<file path="src/rtl/core/spt_pkg.sv">
// Package for the semiprime test core: microcode control word, status
// bits and the read-only program that the sequencer steps through.
// No dependencies; used by spt_sequencer and semiprime_test_core.
package spt_pkg;

  // Default candidate width
  localparam int NUMBER_WIDTH_DEF = 16;

  // Program counter width and program length
  localparam int PC_W = 4;

  // Jump conditions of one control word
  typedef enum logic [2:0] {
    COND_NEVER,
    COND_ALWAYS,
    COND_NO_ACCEPT,
    COND_LT4,
    COND_BUSY,
    COND_D_GT_Q,
    COND_REM_ZERO,
    COND_OUT_BUSY
  } cond_e;

  // One microcode word: jump condition, jump target and datapath actions
  typedef struct packed {
    cond_e            cond;
    logic [PC_W-1:0]  target;
    logic             load_in;    // take a candidate, reset trial divisor
    logic             div_start;  // launch one division x / d
    logic             inc_d;      // advance trial divisor
    logic             load_cof;   // cofactor becomes x, divisor back to 2
    logic             set_semi;   // verdict is semiprime
    logic             emit;       // write the result register
  } ctrl_t;

  // Datapath status seen by the sequencer
  typedef struct packed {
    logic accept;    // input transfer this cycle
    logic lt4;       // candidate below four
    logic busy;      // divider still iterating
    logic d_gt_q;    // trial divisor above quotient: d*d > x
    logic rem_zero;  // divisor divides x
    logic out_busy;  // result register still full
  } status_t;

  // Program step addresses
  localparam logic [PC_W-1:0] ST_WAIT     = 4'd0;
  localparam logic [PC_W-1:0] ST_SMALL    = 4'd1;
  localparam logic [PC_W-1:0] ST_DIV1     = 4'd2;
  localparam logic [PC_W-1:0] ST_BUSY1    = 4'd3;
  localparam logic [PC_W-1:0] ST_END1     = 4'd4;
  localparam logic [PC_W-1:0] ST_HIT1     = 4'd5;
  localparam logic [PC_W-1:0] ST_NEXT1    = 4'd6;
  localparam logic [PC_W-1:0] ST_COF      = 4'd7;
  localparam logic [PC_W-1:0] ST_DIV2     = 4'd8;
  localparam logic [PC_W-1:0] ST_BUSY2    = 4'd9;
  localparam logic [PC_W-1:0] ST_END2     = 4'd10;
  localparam logic [PC_W-1:0] ST_HIT2     = 4'd11;
  localparam logic [PC_W-1:0] ST_NEXT2    = 4'd12;
  localparam logic [PC_W-1:0] ST_SEMI     = 4'd13;
  localparam logic [PC_W-1:0] ST_EMIT     = 4'd14;
  localparam logic [PC_W-1:0] ST_RET      = 4'd15;

  // Build one control word
  function automatic ctrl_t uword(cond_e c, logic [PC_W-1:0] t, logic [5:0] act);
    ctrl_t w;
    w.cond      = c;
    w.target    = t;
    w.load_in   = act[5];
    w.div_start = act[4];
    w.inc_d     = act[3];
    w.load_cof  = act[2];
    w.set_semi  = act[1];
    w.emit      = act[0];
    return w;
  endfunction

  // Microcode program: smallest divisor search, then primality of cofactor
  function automatic ctrl_t ucode(logic [PC_W-1:0] pc);
    ctrl_t w;
    case (pc)
      ST_WAIT:  w = uword(COND_NO_ACCEPT, ST_WAIT,  6'b100000);
      ST_SMALL: w = uword(COND_LT4,       ST_EMIT,  6'b000000);
      ST_DIV1:  w = uword(COND_NEVER,     ST_WAIT,  6'b010000);
      ST_BUSY1: w = uword(COND_BUSY,      ST_BUSY1, 6'b000000);
      ST_END1:  w = uword(COND_D_GT_Q,    ST_EMIT,  6'b000000);
      ST_HIT1:  w = uword(COND_REM_ZERO,  ST_COF,   6'b000000);
      ST_NEXT1: w = uword(COND_ALWAYS,    ST_DIV1,  6'b001000);
      ST_COF:   w = uword(COND_NEVER,     ST_WAIT,  6'b000100);
      ST_DIV2:  w = uword(COND_NEVER,     ST_WAIT,  6'b010000);
      ST_BUSY2: w = uword(COND_BUSY,      ST_BUSY2, 6'b000000);
      ST_END2:  w = uword(COND_D_GT_Q,    ST_SEMI,  6'b000000);
      ST_HIT2:  w = uword(COND_REM_ZERO,  ST_EMIT,  6'b000000);
      ST_NEXT2: w = uword(COND_ALWAYS,    ST_DIV2,  6'b001000);
      ST_SEMI:  w = uword(COND_NEVER,     ST_WAIT,  6'b000010);
      ST_EMIT:  w = uword(COND_OUT_BUSY,  ST_EMIT,  6'b000001);
      ST_RET:   w = uword(COND_ALWAYS,    ST_WAIT,  6'b000000);
      default:  w = uword(COND_ALWAYS,    ST_WAIT,  6'b000000);
    endcase
    return w;
  endfunction

endpackage

</file>
<file path="src/rtl/core/spt_divider.sv">
// Restoring divider for the semiprime test core: one quotient bit per cycle.
// Standalone; instantiated by semiprime_test_core.
module spt_divider #(
  parameter int NumberWidth = 16
) (
  input  logic                   clk_i,
  input  logic                   rst_ni,
  input  logic                   start_i,
  input  logic [NumberWidth-1:0] dividend_i,
  input  logic [NumberWidth-1:0] divisor_i,
  output logic                   busy_o,
  output logic [NumberWidth-1:0] quotient_o,
  output logic [NumberWidth-1:0] remainder_o
);

  localparam int CntW = $clog2(NumberWidth + 1);

  logic [CntW-1:0]        cnt_q, cnt_d;
  logic [NumberWidth-1:0] quo_q, quo_d;
  logic [NumberWidth-1:0] rem_q, rem_d;
  logic [NumberWidth-1:0] div_q, div_d;
  logic [NumberWidth:0]   shifted;
  logic [NumberWidth:0]   diff;

  // Shift in the next dividend bit and try a subtract
  always_comb begin
    shifted = {rem_q, quo_q[NumberWidth-1]};
    diff    = shifted - {1'b0, div_q};
    cnt_d   = cnt_q;
    quo_d   = quo_q;
    rem_d   = rem_q;
    div_d   = div_q;
    if (start_i) begin
      cnt_d = CntW'(NumberWidth);
      quo_d = dividend_i;
      rem_d = '0;
      div_d = divisor_i;
    end else if (cnt_q != '0) begin
      cnt_d = cnt_q - 1'b1;
      quo_d = {quo_q[NumberWidth-2:0], ~diff[NumberWidth]};
      rem_d = diff[NumberWidth] ? shifted[NumberWidth-1:0] : diff[NumberWidth-1:0];
    end
  end

  // Hold the iteration count
  always_ff @(posedge clk_i or negedge rst_ni) begin
    if (!rst_ni) begin
      cnt_q <= '0;
    end else begin
      cnt_q <= cnt_d;
    end
  end

  // Working registers
  always_ff @(posedge clk_i) begin
    quo_q <= quo_d;
    rem_q <= rem_d;
    div_q <= div_d;
  end

  assign busy_o      = (cnt_q != '0);
  assign quotient_o  = quo_q;
  assign remainder_o = rem_q;

endmodule

</file>
<file path="src/rtl/core/spt_sequencer.sv">
// Microcode sequencer for the semiprime test core: step counter, program
// table and jump logic. Depends on spt_pkg.
module spt_sequencer
  import spt_pkg::*;
(
  input  logic    clk_i,
  input  logic    rst_ni,
  input  status_t status_i,
  output ctrl_t   ctrl_o
);

  logic [PC_W-1:0] pc_q, pc_d;
  ctrl_t           ctrl;
  logic            jump;

  // Fetch the current control word
  assign ctrl   = ucode(pc_q);
  assign ctrl_o = ctrl;

  // Evaluate the jump condition and pick the next step
  always_comb begin
    case (ctrl.cond)
      COND_NEVER:     jump = 1'b0;
      COND_ALWAYS:    jump = 1'b1;
      COND_NO_ACCEPT: jump = ~status_i.accept;
      COND_LT4:       jump = status_i.lt4;
      COND_BUSY:      jump = status_i.busy;
      COND_D_GT_Q:    jump = status_i.d_gt_q;
      COND_REM_ZERO:  jump = status_i.rem_zero;
      COND_OUT_BUSY:  jump = status_i.out_busy;
      default:        jump = 1'b0;
    endcase
    pc_d = jump ? ctrl.target : pc_q + 1'b1;
  end

  // Step counter
  always_ff @(posedge clk_i or negedge rst_ni) begin
    if (!rst_ni) begin
      pc_q <= ST_WAIT;
    end else begin
      pc_q <= pc_d;
    end
  end

endmodule

</file>
<file path="src/rtl/core/semiprime_test_core.sv">
// Semiprime test core, top level: stream ports, datapath registers, divider
// and microcode sequencer. Depends on spt_pkg, spt_divider, spt_sequencer.
//
// Usage: one candidate per transfer on the s_axis side; tdata carries the
// candidate, tuser marks the first number of an interval (clears the found
// flag before this number is judged), tlast marks the last number. Each
// candidate gives one transfer on the m_axis side: tdata carries the number,
// its semiprime verdict and the interval's found flag; tlast echoes the last
// mark. The verdict comes from trial division: the smallest divisor d with
// d*d <= n is searched, then its cofactor is tested for primality.
// A trial runs a start step, a wait step that holds while the shared bit-serial
// divider iterates, and three check steps; this loop sets the rate. An item takes
// t1 + t2 trials, t1 and t2 being the trial counts of both searches (each at most
// sqrt(n)); numbers below four skip the search.
// One item is processed at a time; the next candidate is taken once the
// result has been written to the output register, so a stalled receiver
// holds at most one result and one candidate. Reset clears the found flag,
// the output valid and the sequencer.
module semiprime_test_core
  import spt_pkg::*;
#(
  parameter int NumberWidth = NUMBER_WIDTH_DEF,
  localparam int InDataW    = ((NumberWidth + 7) / 8) * 8,
  localparam int OutDataW   = ((NumberWidth + 2 + 7) / 8) * 8
) (
  input  logic                clk_i,
  input  logic                rst_ni,
  // candidate
  input  logic [InDataW-1:0]  s_axis_tdata_i,
  // first_of_range
  input  logic                s_axis_tuser_i,
  input  logic                s_axis_tlast_i,
  input  logic                s_axis_tvalid_i,
  output logic                s_axis_tready_o,
  // number_out, is_semiprime, any_found
  output logic [OutDataW-1:0] m_axis_tdata_o,
  output logic                m_axis_tlast_o,
  output logic                m_axis_tvalid_o,
  input  logic                m_axis_tready_i
);

  ctrl_t                  ctrl;
  status_t                status;
  logic                   accept;
  logic                   div_busy;
  logic [NumberWidth-1:0] quo, rem;

  logic [NumberWidth-1:0] num_q, x_q, d_q;
  logic                   semi_q, first_q, last_q;
  logic                   found_q, found_d;
  logic                   out_valid_q;
  logic [NumberWidth-1:0] out_num_q;
  logic                   out_semi_q, out_found_q, out_last_q;
  logic                   do_emit;

  assign s_axis_tready_o = ctrl.load_in;
  assign accept          = s_axis_tvalid_i & ctrl.load_in;
  assign do_emit         = ctrl.emit & ~out_valid_q;

  // Status for the sequencer
  always_comb begin
    status.accept   = accept;
    status.lt4      = (num_q < NumberWidth'(4));
    status.busy     = div_busy;
    status.d_gt_q   = (d_q > quo);
    status.rem_zero = (rem == '0);
    status.out_busy = out_valid_q;
  end

  spt_sequencer u_seq (
    .clk_i    (clk_i),
    .rst_ni   (rst_ni),
    .status_i (status),
    .ctrl_o   (ctrl)
  );

  spt_divider #(
    .NumberWidth (NumberWidth)
  ) u_div (
    .clk_i       (clk_i),
    .rst_ni      (rst_ni),
    .start_i     (ctrl.div_start),
    .dividend_i  (x_q),
    .divisor_i   (d_q),
    .busy_o      (div_busy),
    .quotient_o  (quo),
    .remainder_o (rem)
  );

  // Candidate, trial divisor and verdict
  always_ff @(posedge clk_i) begin
    if (accept) begin
      num_q   <= s_axis_tdata_i[NumberWidth-1:0];
      x_q     <= s_axis_tdata_i[NumberWidth-1:0];
      d_q     <= NumberWidth'(2);
      semi_q  <= 1'b0;
      first_q <= s_axis_tuser_i;
      last_q  <= s_axis_tlast_i;
    end else if (ctrl.load_cof) begin
      x_q <= quo;
      d_q <= NumberWidth'(2);
    end else if (ctrl.inc_d) begin
      d_q <= d_q + 1'b1;
    end else if (ctrl.set_semi) begin
      semi_q <= 1'b1;
    end
  end

  // Clear the found flag on an interval start, then gather the verdict
  assign found_d = (found_q & ~first_q) | semi_q;

  always_ff @(posedge clk_i or negedge rst_ni) begin
    if (!rst_ni) begin
      found_q     <= 1'b0;
      out_valid_q <= 1'b0;
    end else begin
      if (do_emit) begin
        found_q     <= found_d;
        out_valid_q <= 1'b1;
      end else if (m_axis_tready_i) begin
        out_valid_q <= 1'b0;
      end
    end
  end

  // Result register
  always_ff @(posedge clk_i) begin
    if (do_emit) begin
      out_num_q   <= num_q;
      out_semi_q  <= semi_q;
      out_found_q <= found_d;
      out_last_q  <= last_q;
    end
  end

  assign m_axis_tvalid_o = out_valid_q;
  assign m_axis_tlast_o  = out_last_q;
  assign m_axis_tdata_o  = {{(OutDataW - NumberWidth - 2){1'b0}},
                            out_found_q, out_semi_q, out_num_q};

endmodule
</file>
<file path="config.mk">
export PLATFORM = sky130hd
export DESIGN_NAME = semiprime_test_core
export DESIGN_NICKNAME = d
export VERILOG_FILES = /design/src/rtl/core/spt_pkg.sv /design/src/rtl/core/spt_divider.sv /design/src/rtl/core/spt_sequencer.sv /design/src/rtl/core/semiprime_test_core.sv
export SDC_FILE = /design/constraint.sdc
export NUM_CORES = 1
export LEC_CHECK = 0
export ABC_AREA = 1
export BUFFER_PORTS_ARGS = -buffer_cell sky130_fd_sc_hd__buf_2
export CORE_MARGIN = 4
export CORE_UTILIZATION = 55
export CTS_BUF_LIST = sky130_fd_sc_hd__clkbuf_8
export DETAILED_ROUTE_END_ITERATION = 16
export HOLD_SLACK_MARGIN = 0.05
export PLACE_DENSITY_LB_ADDON = 0.05
export SLEW_MARGIN = 10
export SYNTH_ARGS = -nofsm -noshare
export SYNTH_HDL_FRONTEND = slang
export SYNTH_HIERARCHICAL = 1
export SYNTH_SLANG_ARGS = --single-unit
</file>
<file path="constraint.sdc">
create_clock -name clk_i -period 3.7 [get_ports clk_i]
set_clock_uncertainty 0.1 [all_clocks]
set_input_delay 0.37 -clock clk_i [delete_from_list [all_inputs] [get_ports clk_i]]
set_output_delay 0.37 -clock clk_i [all_outputs]
set_load 0.01 [all_outputs]
</file>
# Word-level counts from Yosys, hierarchy flattened
# Memories as Yosys holds them, arrays and structs flattened.
# Index checks and enable logic that the tools add are counted.
# W data, S select, Z words.
dict set report op_classes {
  n_bitwise 10
  eq_ne 7
  n_reduce_logical 8
  muxes 11
  n_addsub 4
  n_lt_le_gt_ge 2
}
# op count
set op_table {}
lappend op_table {{$mux W16} 5}
lappend op_table {{$sub A17 B16 Y17} 1}
lappend op_table {{$add A16 B1 Y16 const B} 1}
lappend op_table {{$gt A16 B16 Y1} 1}
lappend op_table {{$logic_not A16 Y1} 1}
lappend op_table {{$lt A16 B3 Y1 const B} 1}
lappend op_table {{$eq A3 B3 Y1 const B} 4}
lappend op_table {{$mux W5} 2}
lappend op_table {{$pmux W1 S8} 1}
lappend op_table {{$eq A3 B2 Y1 const B} 2}
lappend op_table {{$not A1 Y1} 6}
lappend op_table {{$reduce_bool A2 Y1} 3}
lappend op_table {{$reduce_bool A5 Y1} 1}
lappend op_table {{$sub A5 B1 Y5 const B} 1}
lappend op_table {{$add A4 B1 Y4 const B} 1}
lappend op_table {{$mux W4} 1}
lappend op_table {{$and A1 B1 Y1} 3}
lappend op_table {{$eq A3 B1 Y1 const B} 1}
lappend op_table {{$logic_not A3 Y1} 1}
lappend op_table {{$reduce_and A3 Y1} 1}
lappend op_table {{$mux W1} 2}
lappend op_table {{$reduce_or A2 Y1} 1}
lappend op_table {{$or A1 B1 Y1} 1}
dict set report word_totals {
  in_bits 22
  mem_count 1
  mem_bits_ro 208
  elab_cells 60
  output_inout_bits 27
  ff_bits 129
}
# name words width read_ports rd_ports_with_merged_regs write_ports line
set memory_table {}
lappend memory_table {{(name not given)} 16 13 1 0 0 spt_pkg.sv:81} ;# case (pc)

# Longest topological paths before layout
# An unclocked memory read counts as a cell.
dict set report logic_depth {
  word_depth 5
  depth_mapped 19
  ltp_nobuf 19
}

# By module
# The synthesis kept the hierarchy.
# module cells_each instances seq_area_each_um2 area_each_um2
set by_module_without_submodules {}
lappend by_module_without_submodules {spt_divider 493 1 1406.3 3495.9}
lappend by_module_without_submodules {semiprime_test_core 306 1 1981.9 3204.3}
lappend by_module_without_submodules {spt_sequencer 114 1 100.1 725.7}

# Least setup slack after synthesis
# OpenSTA, ideal clock, no wires.
dict set report synth_timing {
  path_kind {flip-flop to flip-flop}
  startpoint {register u_seq.pc_q[0]}
  endpoint {register u_div.quo_q[0], in the netlist u_div/quotient_o[0], enable pin}
  setup_slack_ns 0.626
  setup_ns 0.377
  stages_incl_launch_ff 7
  required_time_ns 3.223
  arrival_time_ns 2.596
  cell_sequence {dfrtp_1 > inv_1 > ha_1 > inv_1 > o22ai_1 > inv_1 > nand4_1}
}
# element line
set synth_lines {}
lappend synth_lines {{start, declared} spt_sequencer.sv:12} ;# logic [PC_W-1:0] pc_q, pc_d;
lappend synth_lines {{start signal, assigned} spt_sequencer.sv:41} ;# pc_q <= pc_d;
lappend synth_lines {{end signal, assigned} spt_divider.sv:56} ;# quo_q <= quo_d;
lappend synth_lines {{end, declared} spt_divider.sv:19} ;# logic [NumberWidth-1:0] quo_q, quo_d;

==> results.md <==
- Min Tclk post-route: 2.67 ns
- Worst-Margin Slew: 1.04 ns
- Largest family of logic cells by synthesized area: simple AND/OR/NAND/NOR gates
- Die area: 15400 um^2
- Status: finished, final reports clean
- GRT overflow: 0
- Leakage Power: 4.06 nW
- Postcts setup bufs: 0
- # rows: 42
- Clk_lat worst skew: 0.43 ns
- H-tree levels: 4
- Die Wd: 124 um
- Detailed-route vias per instance: 5.11
- Starting Density: 0.561
- # nets final: 1046
- ANT cells: 0
- Root Driver: clkbuf_8
- Count of unique library cells instantiated by Yosys: 47
- Minimum setup slack among reg-to-reg paths: 1.03 ns
- Detailed-route via count: 5964
- CTS-repair resized insts: 0
- Crit path capture type: register
- Top cells by area, synth: edfxtp_1 (34%), nand2_1 (14%), dfxtp_1 (8.9%), inv_1 (8.0%), ha_1 (7.4%)
- Fin. Hold Viols: 0
- # IOs: 49
- Initial antenna violation count: 0
- DR DRC count: 0
- Die Span Y: 124 um
- Post-synthesis adder-cell area fraction: 0.0768
- Top cells by count, synth: nand2_1 (278), inv_1 (158), edfxtp_1 (85)
- Worst Path Required: 3.86 ns
- Most common cell in the synthesized netlist: nand2_1
- Share of layout cells above drive strength 1: 0.127
- Iteration-0 DRC Markers: 498
- TNS Setup: 0 ns
- Fin cells: 1168
- Fillers: 1212
- Startpoint Class: register
- First-pass GRT wire length: 27.0 mm
- DR WL/cell: 14.0 um
- Post-route setup slack: 1.03 ns
- Setup CP Type: register to register
- Post-Synthesis Cell Area: 7430 um^2
- Worst vdd ir: 483 uV
- Crit-path max FO: 7
- CTS Buf Count: 17
- EDFF count, synth: 85
- Area leader, netlist: edfxtp_1
- Avg Inst Size Synth: 8.13 um^2
- Compound-Gate Fraction of Synth Area: 0.0622
- Syn Inst Count: 913
- Final slew viol count: 0
- Reg clk slew, reported paths: 0.08 ns
- Period utilization: 0.721
- Yosys warning total: 6
- Buffers on Ports: 42
- TritonCTS clock tree: done
- Post-Synth XOR/XNOR Area: 0.0106
- Aggregate routed wire length: 16.4 mm
- Core area: 13200 um^2
- Hold Path Class: input port to register
- Post-DP HPWL: 12.2 mm
- Router iterations before antenna repair: 5
- PwrDens: 882 nW/um^2
- MaxCap Viol Count: 0
- Post-place instance area: 7760 um^2
- Yosys reg bits: 129
- Dpl cells: 1116
- Post-synth ARST share: 0.0853
- Design area: 8310 um^2
- Yosys top cell area share: 0.344
- Post-Place Setup Slack: 1.07 ns
- Main flop type after synthesis: edfxtp_1
- # hold bufs at CTS: 20
- Register area share after synthesis: 0.470
- Number of global-route vias before repair: 5557
- Simple-gate portion of the synthesized area: 0.277
- CTS Sinks: 129
- WP data arrival: 2.83 ns
- Fmax: 375 MHz
- Final setup viols: 0
- Clk buf depth: 2
- P&R area growth vs syn: 11.9%
- Total track usage: 0.227
- Rel. slew slack: 0.306
- Largest net degree at the start of global routing: 52
- Post-route ant nets: 0
- Post-synthesis mux area share: 0
- RSZ-0062 raised after global routing: false
- Gpl congestion: 0.892
## power breakdown
part / leakage [nW] / total, W / switching, W / internal (W)
Combinational: 2.67 / 0.00383 / 0.00250 / 0.00133
Clock: 0.173 / 0.00106 / 0.000587 / 0.000469
Sequential: 1.22 / 0.00244 / 0.000323 / 0.00212
Total: 4.06 / 0.00732 / 0.00341 / 0.00392
## worst paths after layout
path | depth (start not counted) | to | start
worst max-delay path | 9 | d_q[15]$_SDFFE_PP0P_ | u_seq/pc_q[0]$_DFF_PN0_
worst min-delay path | 5 | d_q[1]$_SDFFE_PP1P_ | s_axis_tvalid_i
worst max register to register | 9 | d_q[15]$_SDFFE_PP0P_ | u_seq/pc_q[0]$_DFF_PN0_
worst min register to register | 0 | m_axis_tlast_o$_DFFE_PP_ | last_q$_DFFE_PP_
max in group asynchronous | 2 | u_div/cnt_q[4]$_DFFE_PN0P_ | rst_ni
min in group asynchronous | 2 | u_div/cnt_q[3]$_DFFE_PN0P_ | rst_ni
## cell families after synthesis
family                   Yosys count
adder cells (fa/ha/maj)           45
buffers and inverters            188
AO/OA/AOI/OAI                     82
flip-flops                       129
AND/OR/NAND/NOR                  459
other                              1
XOR/XNOR                           9
## cell usage in the layout (no fill, tap or decap), types with 3 or more instances in the layout
master	n
and2_1	3
buf_4	5
o21ai_1	3
nand3_1	69
ha_1	44
inv_1	159
nand2_2	20
o21ai_0	43
nand2_1	278
nor2_4	5
nor3_1	3
nand3_2	9
inv_2	5
inv_6	3
clkbuf_8	17
clkinvlp_4	3
xnor2_1	3
nor4_1	6
nand4_1	10
dlygate4sd3_1	20
edfxtp_1	85
a21oi_1	24
dfxtp_1	33
dfrtp_1	11
buf_2	42
nor2_1	45
xor2_1	6
conb_1	6
## metrics by stage
stage / hold WS (ns) / power (W) / utilization
after floorplan: -0.0256 / 0.00538 / -
after global placement: 0.148 / 0.00619 / 0.586
after detailed placement: 0.149 / 0.00627 / 0.586
after CTS: 0.161 / 0.00737 / 0.627
after global routing: 0.208 / 0.00803 / 0.627
final: 0.194 / 0.00732 / 0.627
## flip-flops by register name, summed over array words and instances (netlist names), 4 cells and up
name / flops
u_seq/pc_q: 4
u_div/div_q: 16
x_q: 16
u_div/quotient_o: 16
u_div/remainder_o: 16
num_q: 16
u_div/cnt_q: 5
d_q: 16
out_num_q: 16
## layout make-up
cell class | instances | area (um^2) | area share
flip-flops and latches | 129 | 3490 | 0.420
multi-input cells | 601 | 3200 | 0.385
inverters | 163 | 612 | 0.0736
repair buffers | 67 | 448 | 0.0539
clock buffers | 17 | 234 | 0.0282
well taps | 176 | 220 | 0.0265
clock inverters | 15 | 110 | 0.0133
## critical path, stage by stage (launching register included)
cell and delay, ns:
dfrtp_1 0.47, inv_1 0.21, ha_1 0.23, nand2_1 0.08, o21ai_0 0.61, nand4_2 0.31
nor2_4 0.26, nand3_1 0.09, nand2_1 0.07, a21oi_1 0.06
## metal layers
layer	global-route usage	vias to the layer above	wire, um
met1	0.306	2754	7650
met5	0	-	0
li1	-	3053	-
met4	0.0739	0	249
met2	0.372	143	7700
met3	0.0404	14	762
No activity file was read; power rests on OpenSTA's default activity.
